<file path="config.mk">
export PLATFORM = sky130hd
export DESIGN_NAME = bounded_task_dispatcher_flat
export DESIGN_NICKNAME = d
export VERILOG_FILES = /design/src/hdl/btd_pkg.sv /design/src/hdl/btd_if.sv /design/src/hdl/btd_front.sv /design/src/hdl/btd_cmd_queue.sv /design/src/hdl/btd_back.sv /design/src/hdl/bounded_task_dispatcher.sv /design/src/flat_wrapper.sv
export SDC_FILE = /design/constraint.sdc
export NUM_CORES = 2
export LEC_CHECK = 0
export ABC_AREA = 0
export BUFFER_PORTS_ARGS = -buffer_cell sky130_fd_sc_hd__buf_2
export CORE_MARGIN = 4
export CORE_UTILIZATION = 50
export DETAILED_ROUTE_END_ITERATION = 6
export PLACE_DENSITY = 0.75
export SLEW_MARGIN = 40
export SYNTH_ARGS = -nofsm -noshare
export SYNTH_HDL_FRONTEND = slang
export SYNTH_SLANG_ARGS = --single-unit
</file>
<file path="constraint.sdc">
create_clock -name clk -period 17.7 [get_ports clk]
set_input_delay 3.54 -clock clk [delete_from_list [all_inputs] [get_ports clk]]
set_output_delay 3.54 -clock clk [all_outputs]
set_load 0.01 [all_outputs]
</file>
<file path="src/hdl/btd_pkg.sv">
// Shared types and codes of the bounded task dispatcher.
package btd_pkg;

  // Classified command, encoded as the incoming kind field
  typedef enum logic [3:0] {
    CMD_ADD         = 4'd0,
    CMD_CANCEL      = 4'd1,
    CMD_KILL        = 4'd2,
    CMD_COMPLETE    = 4'd3,
    CMD_STOP        = 4'd4,
    CMD_RESUME      = 4'd5,
    CMD_CANCEL_PEND = 4'd6,
    CMD_CANCEL_RUN  = 4'd7,
    CMD_CANCEL_ALL  = 4'd8,
    CMD_KILL_ALL    = 4'd9,
    CMD_TICK        = 4'd10,
    CMD_NOP         = 4'd11
  } cmd_t;

  // Event codes on the result channel
  typedef enum logic [2:0] {
    EV_RUN    = 3'd0,
    EV_CANCEL = 3'd1,
    EV_KILL   = 3'd2,
    EV_DONE   = 3'd3,
    EV_EMPTY  = 3'd4
  } ev_t;

  // Bit positions of the per-slot flags
  localparam int F_CANCELLED  = 0;
  localparam int F_KILLED     = 1;
  localparam int F_RUN_EXP    = 2;
  localparam int F_CANCEL_EXP = 3;

  localparam int KIND_W  = 4;
  localparam int SLOT_W  = 4;
  localparam int LIMIT_W = 20;
  localparam int MAXRUN_W = 5;

endpackage

</file>
<file path="src/hdl/btd_if.sv">
// Command and event channel interfaces of the bounded task dispatcher.
interface btd_in_if;
  logic        valid;
  logic        ready;
  logic [3:0]  kind;
  logic [3:0]  slot;
  logic [19:0] run_limit_ms;
  logic [19:0] cancel_limit_ms;

  modport source (output valid, kind, slot, run_limit_ms, cancel_limit_ms, input ready);
  modport sink (input valid, kind, slot, run_limit_ms, cancel_limit_ms, output ready);
endinterface

interface btd_out_if;
  logic       valid;
  logic       ready;
  logic [2:0] event_res;
  logic [3:0] task_res;
  logic       was_cancelled;
  logic       was_killed;
  logic       run_expired;
  logic       cancel_expired;
  logic       last;

  modport source (output valid, event_res, task_res, was_cancelled, was_killed,
                  run_expired, cancel_expired, last, input ready);
  modport sink (input valid, event_res, task_res, was_cancelled, was_killed,
                run_expired, cancel_expired, last, output ready);
endinterface

</file>
<file path="src/hdl/btd_front.sv">
// Front end: accepts commands, checks the slot and saturates the limits.
module btd_front import btd_pkg::*; #(
  parameter int NUM_SLOTS  = 16,
  parameter int TIMER_BITS = 20
) (
  btd_in_if.sink                       cmd,
  output logic                         push_valid,
  input  logic                         push_ready,
  output cmd_t                         push_cmd,
  output logic [$clog2(NUM_SLOTS)-1:0] push_slot,
  output logic [TIMER_BITS-1:0]        push_run,
  output logic [TIMER_BITS-1:0]        push_can
);
  localparam int SW = $clog2(NUM_SLOTS);
  localparam logic [31:0] TMAX = 32'hFFFF_FFFF >> (32 - TIMER_BITS);

  logic [SW+3:0] slot_ext;
  logic          slot_ok;
  logic [31:0]   run32;
  logic [31:0]   can32;

  assign push_valid = cmd.valid;
  assign cmd.ready  = push_ready;

  // Check the addressed slot against the slot count
  assign slot_ext  = {{SW{1'b0}}, cmd.slot};
  assign slot_ok   = slot_ext < (SW + 4)'(NUM_SLOTS);
  assign push_slot = slot_ext[SW-1:0];

  // Saturate limits to the timer width
  assign run32    = 32'(cmd.run_limit_ms);
  assign can32    = 32'(cmd.cancel_limit_ms);
  assign push_run = (run32 > TMAX) ? TMAX[TIMER_BITS-1:0] : run32[TIMER_BITS-1:0];
  assign push_can = (can32 > TMAX) ? TMAX[TIMER_BITS-1:0] : can32[TIMER_BITS-1:0];

  // Classify the kind; slot commands on a bad slot only dispatch
  always_comb begin
    case (cmd.kind)
      CMD_ADD, CMD_CANCEL, CMD_KILL, CMD_COMPLETE: begin
        push_cmd = slot_ok ? cmd_t'(cmd.kind) : CMD_NOP;
      end
      CMD_STOP, CMD_RESUME, CMD_CANCEL_PEND, CMD_CANCEL_RUN,
      CMD_CANCEL_ALL, CMD_KILL_ALL, CMD_TICK: begin
        push_cmd = cmd_t'(cmd.kind);
      end
      default: begin
        push_cmd = CMD_NOP;
      end
    endcase
  end
endmodule

</file>
<file path="src/hdl/btd_cmd_queue.sv">
// Two-entry command queue between the front end and the sequencer.
module btd_cmd_queue #(
  parameter int WIDTH = 8
) (
  input  logic             clk,
  input  logic             rst,
  input  logic             push_valid,
  output logic             push_ready,
  input  logic [WIDTH-1:0] push_data,
  output logic             pop_valid,
  input  logic             pop_ready,
  output logic [WIDTH-1:0] pop_data
);
  logic [WIDTH-1:0] entry [2];
  logic             wp;
  logic             rp;
  logic [1:0]       count;
  logic             do_push;
  logic             do_pop;

  assign push_ready = (count != 2'd2);
  assign pop_valid  = (count != 2'd0);
  assign pop_data   = entry[rp];
  assign do_push    = push_valid && push_ready;
  assign do_pop     = pop_valid && pop_ready;

  // Store incoming transactions
  always_ff @(posedge clk) begin
    if (do_push) begin
      entry[wp] <= push_data;
    end
  end

  // Advance pointers and count
  always_ff @(posedge clk) begin
    if (rst) begin
      wp    <= 1'b0;
      rp    <= 1'b0;
      count <= 2'd0;
    end else begin
      if (do_push) begin
        wp <= ~wp;
      end
      if (do_pop) begin
        rp <= ~rp;
      end
      case ({do_push, do_pop})
        2'b10:   count <= count + 2'd1;
        2'b01:   count <= count - 2'd1;
        default: count <= count;
      endcase
    end
  end
endmodule

</file>
<file path="src/hdl/btd_back.sv">
// Sequencer: holds slot state, executes commands and emits events.
module btd_back import btd_pkg::*; #(
  parameter int NUM_SLOTS  = 16,
  parameter int TIMER_BITS = 20
) (
  input  logic                         clk,
  input  logic                         rst,
  input  logic                         cfg_we,
  input  logic [MAXRUN_W-1:0]          cfg_wdata,
  input  logic                         cmd_valid,
  output logic                         cmd_ready,
  input  cmd_t                         cmd_op,
  input  logic [$clog2(NUM_SLOTS)-1:0] cmd_slot,
  input  logic [TIMER_BITS-1:0]        cmd_run,
  input  logic [TIMER_BITS-1:0]        cmd_can,
  btd_out_if.source                    evt
);
  localparam int SW = $clog2(NUM_SLOTS);
  localparam int CW = $clog2(NUM_SLOTS + 1);

  typedef enum logic [8:0] {
    ST_IDLE  = 9'b000000001,
    ST_PICK  = 9'b000000010,
    ST_ACT   = 9'b000000100,
    ST_KILL2 = 9'b000001000,
    ST_TICK  = 9'b000010000,
    ST_DISP  = 9'b000100000,
    ST_START = 9'b001000000,
    ST_EMPTY = 9'b010000000,
    ST_FLUSH = 9'b100000000
  } state_t;

  typedef enum logic [1:0] {
    OP_CANCEL   = 2'd0,
    OP_KILL     = 2'd1,
    OP_COMPLETE = 2'd2
  } op_t;

  typedef struct packed {
    ev_t        ev;
    logic [3:0] slot;
    logic [3:0] flags;
  } evt_t;

  // Slot state
  logic [NUM_SLOTS-1:0]  queued;
  logic [NUM_SLOTS-1:0]  running;
  logic [NUM_SLOTS-1:0]  armed;
  logic [NUM_SLOTS-1:0]  fired;
  logic [NUM_SLOTS-1:0]  mask;
  logic [3:0]            flags   [NUM_SLOTS];
  logic [TIMER_BITS-1:0] timer   [NUM_SLOTS];
  logic [TIMER_BITS-1:0] run_lim [NUM_SLOTS];
  logic [TIMER_BITS-1:0] can_lim [NUM_SLOTS];
  logic [15:0]           order   [NUM_SLOTS];
  logic [15:0]           order_ctr;
  logic [CW-1:0]         run_cnt;
  logic                  halted;
  logic                  idle_rep;
  logic [MAXRUN_W-1:0]   max_run;

  // Sequencer state
  state_t        state;
  state_t        ret;
  op_t           op;
  logic [SW-1:0] cs;
  logic [SW-1:0] k;
  logic [SW-1:0] best;
  logic [15:0]   best_age;
  logic          found;
  logic          for_disp;
  logic          phase2;
  op_t           phase2_op;
  logic          phase2_run;

  // Event holding and output registers
  logic hv;
  evt_t held;
  logic ov;
  evt_t oreg;
  logic olast;

  // Combinational helpers
  logic          cur_q;
  logic          cur_r;
  logic [3:0]    cur_f;
  logic [SW+3:0] cs_ext;
  logic [15:0]   age_k;
  logic          take;
  logic          scan_end;
  logic          fin_found;
  logic [SW-1:0] fin_best;
  logic [SW-1:0] lo_fired;
  logic          room;
  logic          out_free;
  logic          can_emit;
  logic          e_req;
  evt_t          e_new;
  logic          stall;
  logic          e_go;
  logic          fl_stall;

  assign cur_q  = queued[cs];
  assign cur_r  = running[cs];
  assign cur_f  = flags[cs];
  assign cs_ext = {4'b0, cs};

  // Age compare for the oldest-first scan
  assign age_k     = order_ctr - order[k];
  assign take      = mask[k] && (!found || (age_k > best_age));
  assign scan_end  = (k == SW'(NUM_SLOTS - 1));
  assign fin_found = found || take;
  assign fin_best  = take ? k : best;

  assign room = (max_run == '0) || (8'(run_cnt) < 8'(max_run));

  // Lowest expired slot
  always_comb begin
    lo_fired = '0;
    for (int i = NUM_SLOTS - 1; i >= 0; i--) begin
      if (fired[i]) begin
        lo_fired = SW'(i);
      end
    end
  end

  assign out_free = !ov || evt.ready;
  assign can_emit = !hv || out_free;

  // Event produced in the current state
  always_comb begin
    e_req       = 1'b0;
    e_new.ev    = EV_DONE;
    e_new.slot  = cs_ext[3:0];
    e_new.flags = cur_f;
    case (state)
      ST_ACT: begin
        if (cur_q) begin
          e_req = 1'b1;
          if (cur_r && op == OP_CANCEL) begin
            e_new.ev    = EV_CANCEL;
            e_new.flags = cur_f | 4'(1 << F_CANCELLED);
          end else if (cur_r && op == OP_KILL) begin
            e_new.ev    = EV_KILL;
            e_new.flags = cur_f | 4'(1 << F_KILLED);
          end
        end
      end
      ST_KILL2: begin
        e_req = 1'b1;
      end
      ST_START: begin
        e_req    = 1'b1;
        e_new.ev = EV_RUN;
      end
      ST_EMPTY: begin
        if (!idle_rep && !(|queued)) begin
          e_req       = 1'b1;
          e_new.ev    = EV_EMPTY;
          e_new.slot  = '0;
          e_new.flags = '0;
        end
      end
      default: begin
        e_req = 1'b0;
      end
    endcase
  end

  assign stall    = e_req && !can_emit;
  assign e_go     = e_req && can_emit;
  assign fl_stall = hv && !out_free;

  assign cmd_ready = (state == ST_IDLE);

  // Drive the result channel
  assign evt.valid          = ov;
  assign evt.event_res      = oreg.ev;
  assign evt.task_res       = oreg.slot;
  assign evt.was_cancelled  = oreg.flags[F_CANCELLED];
  assign evt.was_killed     = oreg.flags[F_KILLED];
  assign evt.run_expired    = oreg.flags[F_RUN_EXP];
  assign evt.cancel_expired = oreg.flags[F_CANCEL_EXP];
  assign evt.last           = olast;

  // Hold, forward and flush events
  always_ff @(posedge clk) begin
    if (rst) begin
      ov <= 1'b0;
      hv <= 1'b0;
    end else begin
      if (e_go && hv) begin
        ov    <= 1'b1;
        oreg  <= held;
        olast <= 1'b0;
      end else if (state == ST_FLUSH && hv && out_free) begin
        ov    <= 1'b1;
        oreg  <= held;
        olast <= 1'b1;
      end else if (ov && evt.ready) begin
        ov <= 1'b0;
      end
      if (e_go) begin
        held <= e_new;
        hv   <= 1'b1;
      end else if (state == ST_FLUSH && hv && out_free) begin
        hv <= 1'b0;
      end
    end
  end

  // Slot payload that needs no reset
  always_ff @(posedge clk) begin
    if (state == ST_IDLE && cmd_valid && cmd_op == CMD_ADD && !halted && !queued[cmd_slot]) begin
      flags[cmd_slot]   <= '0;
      run_lim[cmd_slot] <= cmd_run;
      can_lim[cmd_slot] <= cmd_can;
      order[cmd_slot]   <= order_ctr;
    end
    if (state == ST_IDLE && cmd_valid && cmd_op == CMD_TICK) begin
      for (int i = 0; i < NUM_SLOTS; i++) begin
        if (armed[i]) begin
          if (timer[i] == '0 || timer[i] == TIMER_BITS'(1)) begin
            timer[i] <= '0;
          end else begin
            timer[i] <= timer[i] - TIMER_BITS'(1);
          end
        end
      end
    end
    if (state == ST_TICK && |fired && queued[lo_fired] && running[lo_fired]) begin
      if (flags[lo_fired][F_CANCELLED]) begin
        flags[lo_fired][F_CANCEL_EXP] <= 1'b1;
      end else begin
        flags[lo_fired][F_RUN_EXP] <= 1'b1;
      end
    end
    if (e_go && state == ST_ACT && cur_r && op == OP_CANCEL) begin
      flags[cs] <= e_new.flags;
      timer[cs] <= can_lim[cs];
    end
    if (e_go && state == ST_ACT && cur_r && op == OP_KILL) begin
      flags[cs] <= e_new.flags;
    end
    if (e_go && state == ST_START) begin
      timer[cs] <= run_lim[cs];
    end
  end

  // Sequence commands
  always_ff @(posedge clk) begin
    if (rst) begin
      queued    <= '0;
      running   <= '0;
      armed     <= '0;
      fired     <= '0;
      mask      <= '0;
      order_ctr <= '0;
      run_cnt   <= '0;
      halted    <= 1'b0;
      idle_rep  <= 1'b1;
      max_run   <= '0;
      state     <= ST_IDLE;
      ret       <= ST_DISP;
      k         <= '0;
      found     <= 1'b0;
      for_disp  <= 1'b0;
      phase2    <= 1'b0;
    end else begin
      if (cfg_we) begin
        max_run <= cfg_wdata;
      end
      case (state)
        ST_IDLE: begin
          if (cmd_valid) begin
            cs       <= cmd_slot;
            k        <= '0;
            found    <= 1'b0;
            for_disp <= 1'b0;
            phase2   <= (cmd_op == CMD_CANCEL_ALL) || (cmd_op == CMD_KILL_ALL);
            case (cmd_op)
              CMD_ADD: begin
                if (!halted && !queued[cmd_slot]) begin
                  queued[cmd_slot]  <= 1'b1;
                  running[cmd_slot] <= 1'b0;
                  order_ctr         <= order_ctr + 16'd1;
                  idle_rep          <= 1'b0;
                end
                ret   <= ST_DISP;
                state <= ST_DISP;
              end
              CMD_CANCEL: begin
                op    <= OP_CANCEL;
                ret   <= ST_DISP;
                state <= ST_ACT;
              end
              CMD_KILL: begin
                op    <= OP_KILL;
                ret   <= ST_DISP;
                state <= ST_ACT;
              end
              CMD_COMPLETE: begin
                op    <= OP_COMPLETE;
                ret   <= ST_DISP;
                state <= ST_ACT;
              end
              CMD_STOP: begin
                halted <= 1'b1;
                ret    <= ST_DISP;
                state  <= ST_DISP;
              end
              CMD_RESUME: begin
                halted <= 1'b0;
                ret    <= ST_DISP;
                state  <= ST_DISP;
              end
              CMD_CANCEL_PEND: begin
                mask  <= queued & ~running;
                op    <= OP_CANCEL;
                ret   <= ST_PICK;
                state <= ST_PICK;
              end
              CMD_CANCEL_RUN: begin
                mask  <= queued & running;
                op    <= OP_CANCEL;
                ret   <= ST_PICK;
                state <= ST_PICK;
              end
              CMD_CANCEL_ALL: begin
                mask       <= queued & ~running;
                op         <= OP_CANCEL;
                phase2_op  <= OP_CANCEL;
                phase2_run <= 1'b1;
                ret        <= ST_PICK;
                state      <= ST_PICK;
              end
              CMD_KILL_ALL: begin
                mask       <= queued & running;
                op         <= OP_KILL;
                phase2_op  <= OP_CANCEL;
                phase2_run <= 1'b0;
                ret        <= ST_PICK;
                state      <= ST_PICK;
              end
              CMD_TICK: begin
                for (int i = 0; i < NUM_SLOTS; i++) begin
                  fired[i] <= armed[i] && (timer[i] == '0 || timer[i] == TIMER_BITS'(1));
                  if (armed[i] && (timer[i] == '0 || timer[i] == TIMER_BITS'(1))) begin
                    armed[i] <= 1'b0;
                  end
                end
                ret   <= ST_TICK;
                state <= ST_TICK;
              end
              default: begin
                ret   <= ST_DISP;
                state <= ST_DISP;
              end
            endcase
          end
        end

        // Visit one slot a cycle, keeping the oldest in the mask
        ST_PICK: begin
          if (scan_end) begin
            k     <= '0;
            found <= 1'b0;
            if (fin_found) begin
              mask[fin_best] <= 1'b0;
              cs             <= fin_best;
              state          <= for_disp ? ST_START : ST_ACT;
            end else if (phase2) begin
              mask   <= phase2_run ? (queued & running) : (queued & ~running);
              op     <= phase2_op;
              phase2 <= 1'b0;
            end else begin
              // A dispatch scan that finds nothing goes on to the empty check
              state <= for_disp ? ST_EMPTY : ST_DISP;
            end
          end else begin
            k <= k + SW'(1);
            if (take) begin
              best     <= k;
              best_age <= age_k;
              found    <= 1'b1;
            end
          end
        end

        // Cancel, kill or complete the current slot
        ST_ACT: begin
          if (!cur_q) begin
            state <= ret;
          end else if (!stall) begin
            if (cur_r && op == OP_CANCEL) begin
              armed[cs] <= |can_lim[cs];
              state     <= ret;
            end else if (cur_r && op == OP_KILL) begin
              state <= ST_KILL2;
            end else begin
              queued[cs]  <= 1'b0;
              running[cs] <= 1'b0;
              armed[cs]   <= 1'b0;
              if (cur_r && run_cnt != '0) begin
                run_cnt <= run_cnt - CW'(1);
              end
              state <= ret;
            end
          end
        end

        // Complete a slot after its kill request
        ST_KILL2: begin
          if (!stall) begin
            queued[cs]  <= 1'b0;
            running[cs] <= 1'b0;
            armed[cs]   <= 1'b0;
            if (cur_r && run_cnt != '0) begin
              run_cnt <= run_cnt - CW'(1);
            end
            state <= ret;
          end
        end

        // Handle expired timers in ascending slot order
        ST_TICK: begin
          if (|fired) begin
            fired[lo_fired] <= 1'b0;
            if (queued[lo_fired] && running[lo_fired]) begin
              cs    <= lo_fired;
              op    <= flags[lo_fired][F_CANCELLED] ? OP_KILL : OP_CANCEL;
              state <= ST_ACT;
            end
          end else begin
            state <= ST_DISP;
          end
        end

        // Unless halted, start pending tasks while there is room
        ST_DISP: begin
          if (halted) begin
            state <= ST_FLUSH;
          end else if (room) begin
            mask     <= queued & ~running;
            for_disp <= 1'b1;
            k        <= '0;
            found    <= 1'b0;
            phase2   <= 1'b0;
            state    <= ST_PICK;
          end else begin
            state <= ST_EMPTY;
          end
        end

        ST_START: begin
          if (!stall) begin
            running[cs] <= 1'b1;
            run_cnt     <= run_cnt + CW'(1);
            armed[cs]   <= |run_lim[cs];
            state       <= ST_DISP;
          end
        end

        // Report the queue becoming empty
        ST_EMPTY: begin
          if (!stall) begin
            if (e_req) begin
              idle_rep <= 1'b1;
            end
            state <= ST_FLUSH;
          end
        end

        // Release the held event as the last of this transaction
        ST_FLUSH: begin
          if (!fl_stall) begin
            state <= ST_IDLE;
          end
        end

        default: begin
          state <= ST_IDLE;
        end
      endcase
    end
  end
endmodule

</file>
<file path="src/hdl/bounded_task_dispatcher.sv">
// Bounded task dispatcher: top level.
// Keeps NUM_SLOTS task slots in pending and running sets, ordered by age of
// add, and reports every run, cancel request, kill request and completion
// as an event, plus an event when the queue drains. Commands enter a
// two-entry buffer and the sequencer carries them out one at a time. A
// command is taken, does its own work, then dispatches pending tasks (or
// stops at once when halted, or skips to the empty check at the running
// cap) and releases its last held event. The age scan examines one slot
// per cycle for each oldest-first pick. Each state that emits an event
// waits while an event is held and the output register is full and not
// taken. The last event of a command is marked once the command has
// finished. The running cap on cfg_wdata may be written only while no
// command is in progress.
module bounded_task_dispatcher import btd_pkg::*; #(
  parameter int NUM_SLOTS  = 16,
  parameter int TIMER_BITS = 20
) (
  input  logic                clk,
  input  logic                rst,
  input  logic                cfg_we,
  input  logic [MAXRUN_W-1:0] cfg_wdata,
  btd_in_if.sink              cmd,
  btd_out_if.source           evt
);
  localparam int SW = $clog2(NUM_SLOTS);
  localparam int QW = KIND_W + SW + 2 * TIMER_BITS;

  logic                  push_valid;
  logic                  push_ready;
  cmd_t                  push_cmd;
  logic [SW-1:0]         push_slot;
  logic [TIMER_BITS-1:0] push_run;
  logic [TIMER_BITS-1:0] push_can;
  logic [QW-1:0]         push_data;
  logic                  pop_valid;
  logic                  pop_ready;
  logic [QW-1:0]         pop_data;
  logic [KIND_W-1:0]     pop_cmd_bits;
  logic [SW-1:0]         pop_slot;
  logic [TIMER_BITS-1:0] pop_run;
  logic [TIMER_BITS-1:0] pop_can;

  // Classify incoming commands
  btd_front #(
    .NUM_SLOTS  (NUM_SLOTS),
    .TIMER_BITS (TIMER_BITS)
  ) u_front (
    .cmd        (cmd),
    .push_valid (push_valid),
    .push_ready (push_ready),
    .push_cmd   (push_cmd),
    .push_slot  (push_slot),
    .push_run   (push_run),
    .push_can   (push_can)
  );

  assign push_data = {push_cmd, push_slot, push_run, push_can};

  // Buffer classified commands
  btd_cmd_queue #(
    .WIDTH (QW)
  ) u_queue (
    .clk        (clk),
    .rst        (rst),
    .push_valid (push_valid),
    .push_ready (push_ready),
    .push_data  (push_data),
    .pop_valid  (pop_valid),
    .pop_ready  (pop_ready),
    .pop_data   (pop_data)
  );

  assign {pop_cmd_bits, pop_slot, pop_run, pop_can} = pop_data;

  // Execute commands and emit events
  btd_back #(
    .NUM_SLOTS  (NUM_SLOTS),
    .TIMER_BITS (TIMER_BITS)
  ) u_back (
    .clk       (clk),
    .rst       (rst),
    .cfg_we    (cfg_we),
    .cfg_wdata (cfg_wdata),
    .cmd_valid (pop_valid),
    .cmd_ready (pop_ready),
    .cmd_op    (cmd_t'(pop_cmd_bits)),
    .cmd_slot  (pop_slot),
    .cmd_run   (pop_run),
    .cmd_can   (pop_can),
    .evt       (evt)
  );
endmodule

</file>
<file path="src/flat_wrapper.sv">
// flat-port wrapper written by rule: the top's interface ports become plain ports
module bounded_task_dispatcher_flat import btd_pkg::*;
#(
  parameter int NUM_SLOTS  = 16,
  parameter int TIMER_BITS = 20
)
  (clk, rst, cfg_we, cfg_wdata, cmd_valid, cmd_kind, cmd_slot, cmd_run_limit_ms, cmd_cancel_limit_ms, cmd_ready, evt_valid, evt_event_res, evt_task_res, evt_was_cancelled, evt_was_killed, evt_run_expired, evt_cancel_expired, evt_last, evt_ready);
  btd_in_if cmd_i ();
  btd_out_if evt_i ();
  input  logic clk;
  input  logic rst;
  input  logic cfg_we;
  input  logic [MAXRUN_W-1:0] cfg_wdata;
  input wire logic [$bits(cmd_i.valid)-1:0] cmd_valid;
  input wire logic [$bits(cmd_i.kind)-1:0] cmd_kind;
  input wire logic [$bits(cmd_i.slot)-1:0] cmd_slot;
  input wire logic [$bits(cmd_i.run_limit_ms)-1:0] cmd_run_limit_ms;
  input wire logic [$bits(cmd_i.cancel_limit_ms)-1:0] cmd_cancel_limit_ms;
  output wire logic [$bits(cmd_i.ready)-1:0] cmd_ready;
  output wire logic [$bits(evt_i.valid)-1:0] evt_valid;
  output wire logic [$bits(evt_i.event_res)-1:0] evt_event_res;
  output wire logic [$bits(evt_i.task_res)-1:0] evt_task_res;
  output wire logic [$bits(evt_i.was_cancelled)-1:0] evt_was_cancelled;
  output wire logic [$bits(evt_i.was_killed)-1:0] evt_was_killed;
  output wire logic [$bits(evt_i.run_expired)-1:0] evt_run_expired;
  output wire logic [$bits(evt_i.cancel_expired)-1:0] evt_cancel_expired;
  output wire logic [$bits(evt_i.last)-1:0] evt_last;
  input wire logic [$bits(evt_i.ready)-1:0] evt_ready;
  assign cmd_i.valid = cmd_valid;
  assign cmd_i.kind = cmd_kind;
  assign cmd_i.slot = cmd_slot;
  assign cmd_i.run_limit_ms = cmd_run_limit_ms;
  assign cmd_i.cancel_limit_ms = cmd_cancel_limit_ms;
  assign cmd_ready = cmd_i.ready;
  assign evt_valid = evt_i.valid;
  assign evt_event_res = evt_i.event_res;
  assign evt_task_res = evt_i.task_res;
  assign evt_was_cancelled = evt_i.was_cancelled;
  assign evt_was_killed = evt_i.was_killed;
  assign evt_run_expired = evt_i.run_expired;
  assign evt_cancel_expired = evt_i.cancel_expired;
  assign evt_last = evt_i.last;
  assign evt_i.ready = evt_ready;
  bounded_task_dispatcher #(.NUM_SLOTS(NUM_SLOTS), .TIMER_BITS(TIMER_BITS)) u_core (.clk(clk), .rst(rst), .cfg_we(cfg_we), .cfg_wdata(cfg_wdata), .cmd(cmd_i), .evt(evt_i));
endmodule
</file>
==> impl_metrics.toml <==
[finish]
nNetsFinal = 4888
layout_commonest_cell = "edfxtp_1"
drive_above_1_share_pct = 18.3
num-fill-cells = 10400
n_antenna_cell = 0
final_cell_count_no_fill = 6759
seq_area_sq_mm = 0.0457
multi_input_area_sq_mm = 0.0233
syn_to_final_growth_pct = 11.8
layout_common_cells = "edfxtp_1, o22ai_1, mux4_2"

[timing]
worst_slew_pin_slew_ns = 0.902
max_slew_margin_pct = 39.9
fmax_ghz = 0.149
setup_viol = 0
slew_viol_final = 0
fin_crit_ns = 6.73
rsz0062_at_grt = "no"
hold_viol_final = 0
fin_tns_setup_ns = 0
period_share_pct = 38.0
finalClockSkew_ns = 0.0653

[logic_synthesis]
synth_top_family_by_area = "multiplexers"
netlist_instances = 4713
synthSimpleGateAreaFrac_pct = 8.51
postSynthAreaPerCell_sq_um = 14.9
syn-num-nets = 4847
yosysWarnings = 0
syn_area_sq_mm = 0.0700
synth_edf_count = 1426
synth_fa_ha_area_share_pct = 1.38
ys_async_sr_fraction_pct = 0
synthFlopType = "edfxtp_1"
yosys_register_bits = 1568
muxShareOfSynthArea_pct = 11.8
synth_xor_area_share_pct = 3.88
seq_area_frac_synth_pct = 65.2
synth_compound_area_share_pct = 7.05
synth.distinct_cells = 103

[clocking]
clk_path_buf_depth = 3
clkTransAtPathRegs_ns = 0.07
htree_levels = 4
cts_buffers = 160
cts_num_sinks = 1568
postCtsHoldBufs = 0
cts_resized = 0
cts_root_buf = "clkbuf_16"
clock_insertion_delay_worst_skew_ns = 0.81
cts_setup_buffers = 0
cts_tree = "yes"

[min_path]
hold_path_class = "reg2reg"
hold_path_depth = 0

[route]
dr.pass1.iters = 6
drt.antenna.violating_nets = 0
drcViolationCount = 0
route.vias.total = 43700
wl_per_cell_um = 26.7
wirelength_um = 181000
viasPerCell = 6.47
drt-initial-drc-count = 5664

[critical_path]
crit_fanout = 15
worstSetupEndpointType = "register"
arrival_ns = 7.40
critPathMaxStageDelay_ns = 0.54
cp.depth = 24
reg2reg_depth = 24
slowest_stage = "mux4_2"
path_cells = "buf_6, mux4_2, mux4_2, inv_1, ha_1, a21o_1, a21o_1, a31oi_1, o21ai_0, a41oi_1, a21boi_0, a211oi_1, xnor2_1, ha_1, or3b_2, a221oi_1, o21ai_0, o211ai_1, buf_4, mux2i_1, inv_1, or2_2, o211ai_1, o21ai_0"
cp.required_ns = 18.37
critical_path_class = "reg2reg"
critical_path.top_delay_family = "compound AO/OA/AOI/OAI gates"
crit_buf_inv = 4
cpMostUsedCell = "o21ai_0"
worstSetupStartpointType = "register"

[place]
dp_cells = 6462
dp_hpwl_um = 103000
io_buffer_count = 71
place_congestion = 0.935

[power_and_ir_drop]
vdd.ir_drop.worst_mv = 0.105
p_per_area_mw_per_mm2 = 133
leakagePower_uw = 0.0239

[grt]
grt_pass1_wl_um = 267000
antenna_found_initial = 2
grt_max_degree = 135
first_global_vias = 42500
grt_overflow = 0
grt_usage_pct = 24.1

[die]
boundaryPins = 72
die-area_sq_mm = 0.146
die_y_um = 382
rows = 137
initial_core_util_pct = 50.3
die_x_um = 382
core_area_sq_mm = 0.139

[run]
maxCapViolations = 0

[outcome]
run_status = "completed"
-- state kept, by name, indices dropped and copies added (netlist names), 64 cells and up, named ones only --
name and cells:
u_core.u_back.order 256, u_core.u_back.can_lim 320, u_core.u_back.timer 320, u_core.u_queue.entry 96
u_core.u_back.flags 64, u_core.u_back.run_lim 320
-- cell usage after synthesis (39+ instances only) --
cell type,instances,area share [%]
edfxtp_1,1426,61
o22ai_1,324,2.9
mux4_2,314,10
nor2_1,286,1.5
nand2_1,274,1.5
clkbuf_1,201,1.1
xnor2_1,196,2.5
nor3_1,151,1.1
a21oi_1,149,1.1
dfxtp_1,142,4.1
nor4_1,128,1.1
xor2_1,114,1.4
inv_1,98,0.53
o21ai_0,98,0.70
ha_1,74,1.3
nand3_1,67,0.48
mux2_2,61,0.98
buf_2,57,0.41
mux2i_1,47,0.67
or4_1,39,0.42
-- power by group --
part           switching [uW]  internal, uW
logic                    1720           915
clock network            1470          1930
registers                 131          4240
total                    3320          7080
-- worst register-to-register path: stages (launching register included) --
cell and delay, ns:
dfxtp_4 0.52, buf_6 0.30, mux4_2 0.55, mux4_2 0.49, inv_1 0.11, ha_1 0.23, a21o_1 0.18, a21o_1 0.20
a31oi_1 0.25, o21ai_0 0.25, a41oi_1 0.31, a21boi_0 0.18, a211oi_1 0.33, xnor2_1 0.16, ha_1 0.21, or3b_2 0.46
a221oi_1 0.23, o21ai_0 0.15, o211ai_1 0.19, buf_4 0.23, mux2i_1 0.33, inv_1 0.14, or2_2 0.35, o211ai_1 0.17
o21ai_0 0.13
-- cell families after synthesis --
| family | Yosys count |
|---|---|
| simple gates | 1181 |
| compound gates | 772 |
| fa+ha+maj | 76 |
| xor+xnor | 310 |
| buf+inv | 382 |
| mux | 424 |
| flops | 1568 |
-- routing by layer --
metal,track usage [%],share of wire (%),vias to the layer above
li1,-,-,18800
met1,32.6,38,22000
met2,39.3,49,2530
met3,4.70,9.8,447
met4,8.18,3.6,4
met5,0,0.014,-
-- metrics by stage --
step	power [uW]	util, %	hold slack, ns	setup slack (ns)	cell area, sq um
2_1_floorplan	5870	-	0.400	10.98	70000
3_3_place_gp	6830	52.0	0.409	10.42	72500
3_5_place_dp	7000	52.3	0.405	10.55	72900
4_1_cts	10400	56.1	0.419	10.54	78200
5_1_grt	10700	56.2	0.425	10.45	78300
6_report	10400	56.2	0.418	10.97	78300
-- cell type report --
| type | instances | share of cell area, % |
|---|---|---|
| clock buffers | 206 | 5.53 |
| well taps | 1876 | 3.00 |
| repair buffers | 162 | 1.65 |
| clock inverters | 85 | 1.25 |
| multi-input cells | 2763 | 29.8 |
| flip-flops and latches | 1568 | 58.3 |
| inverters | 99 | 0.476 |
-- final timing paths --
path | startpoint | endpoint | slack, ns
worst max-delay path | register | u_core.u_back.mask[0] | 10.97
worst min-delay path | u_core.u_back.held[10] | u_core.u_back.evt.event_res[2] | 0.42
worst max register to register | register | u_core.u_back.mask[0] | 10.97
worst min register to register | u_core.u_back.held[10] | u_core.u_back.evt.event_res[2] | 0.42
No activity file was read; power rests on OpenSTA's default activity.
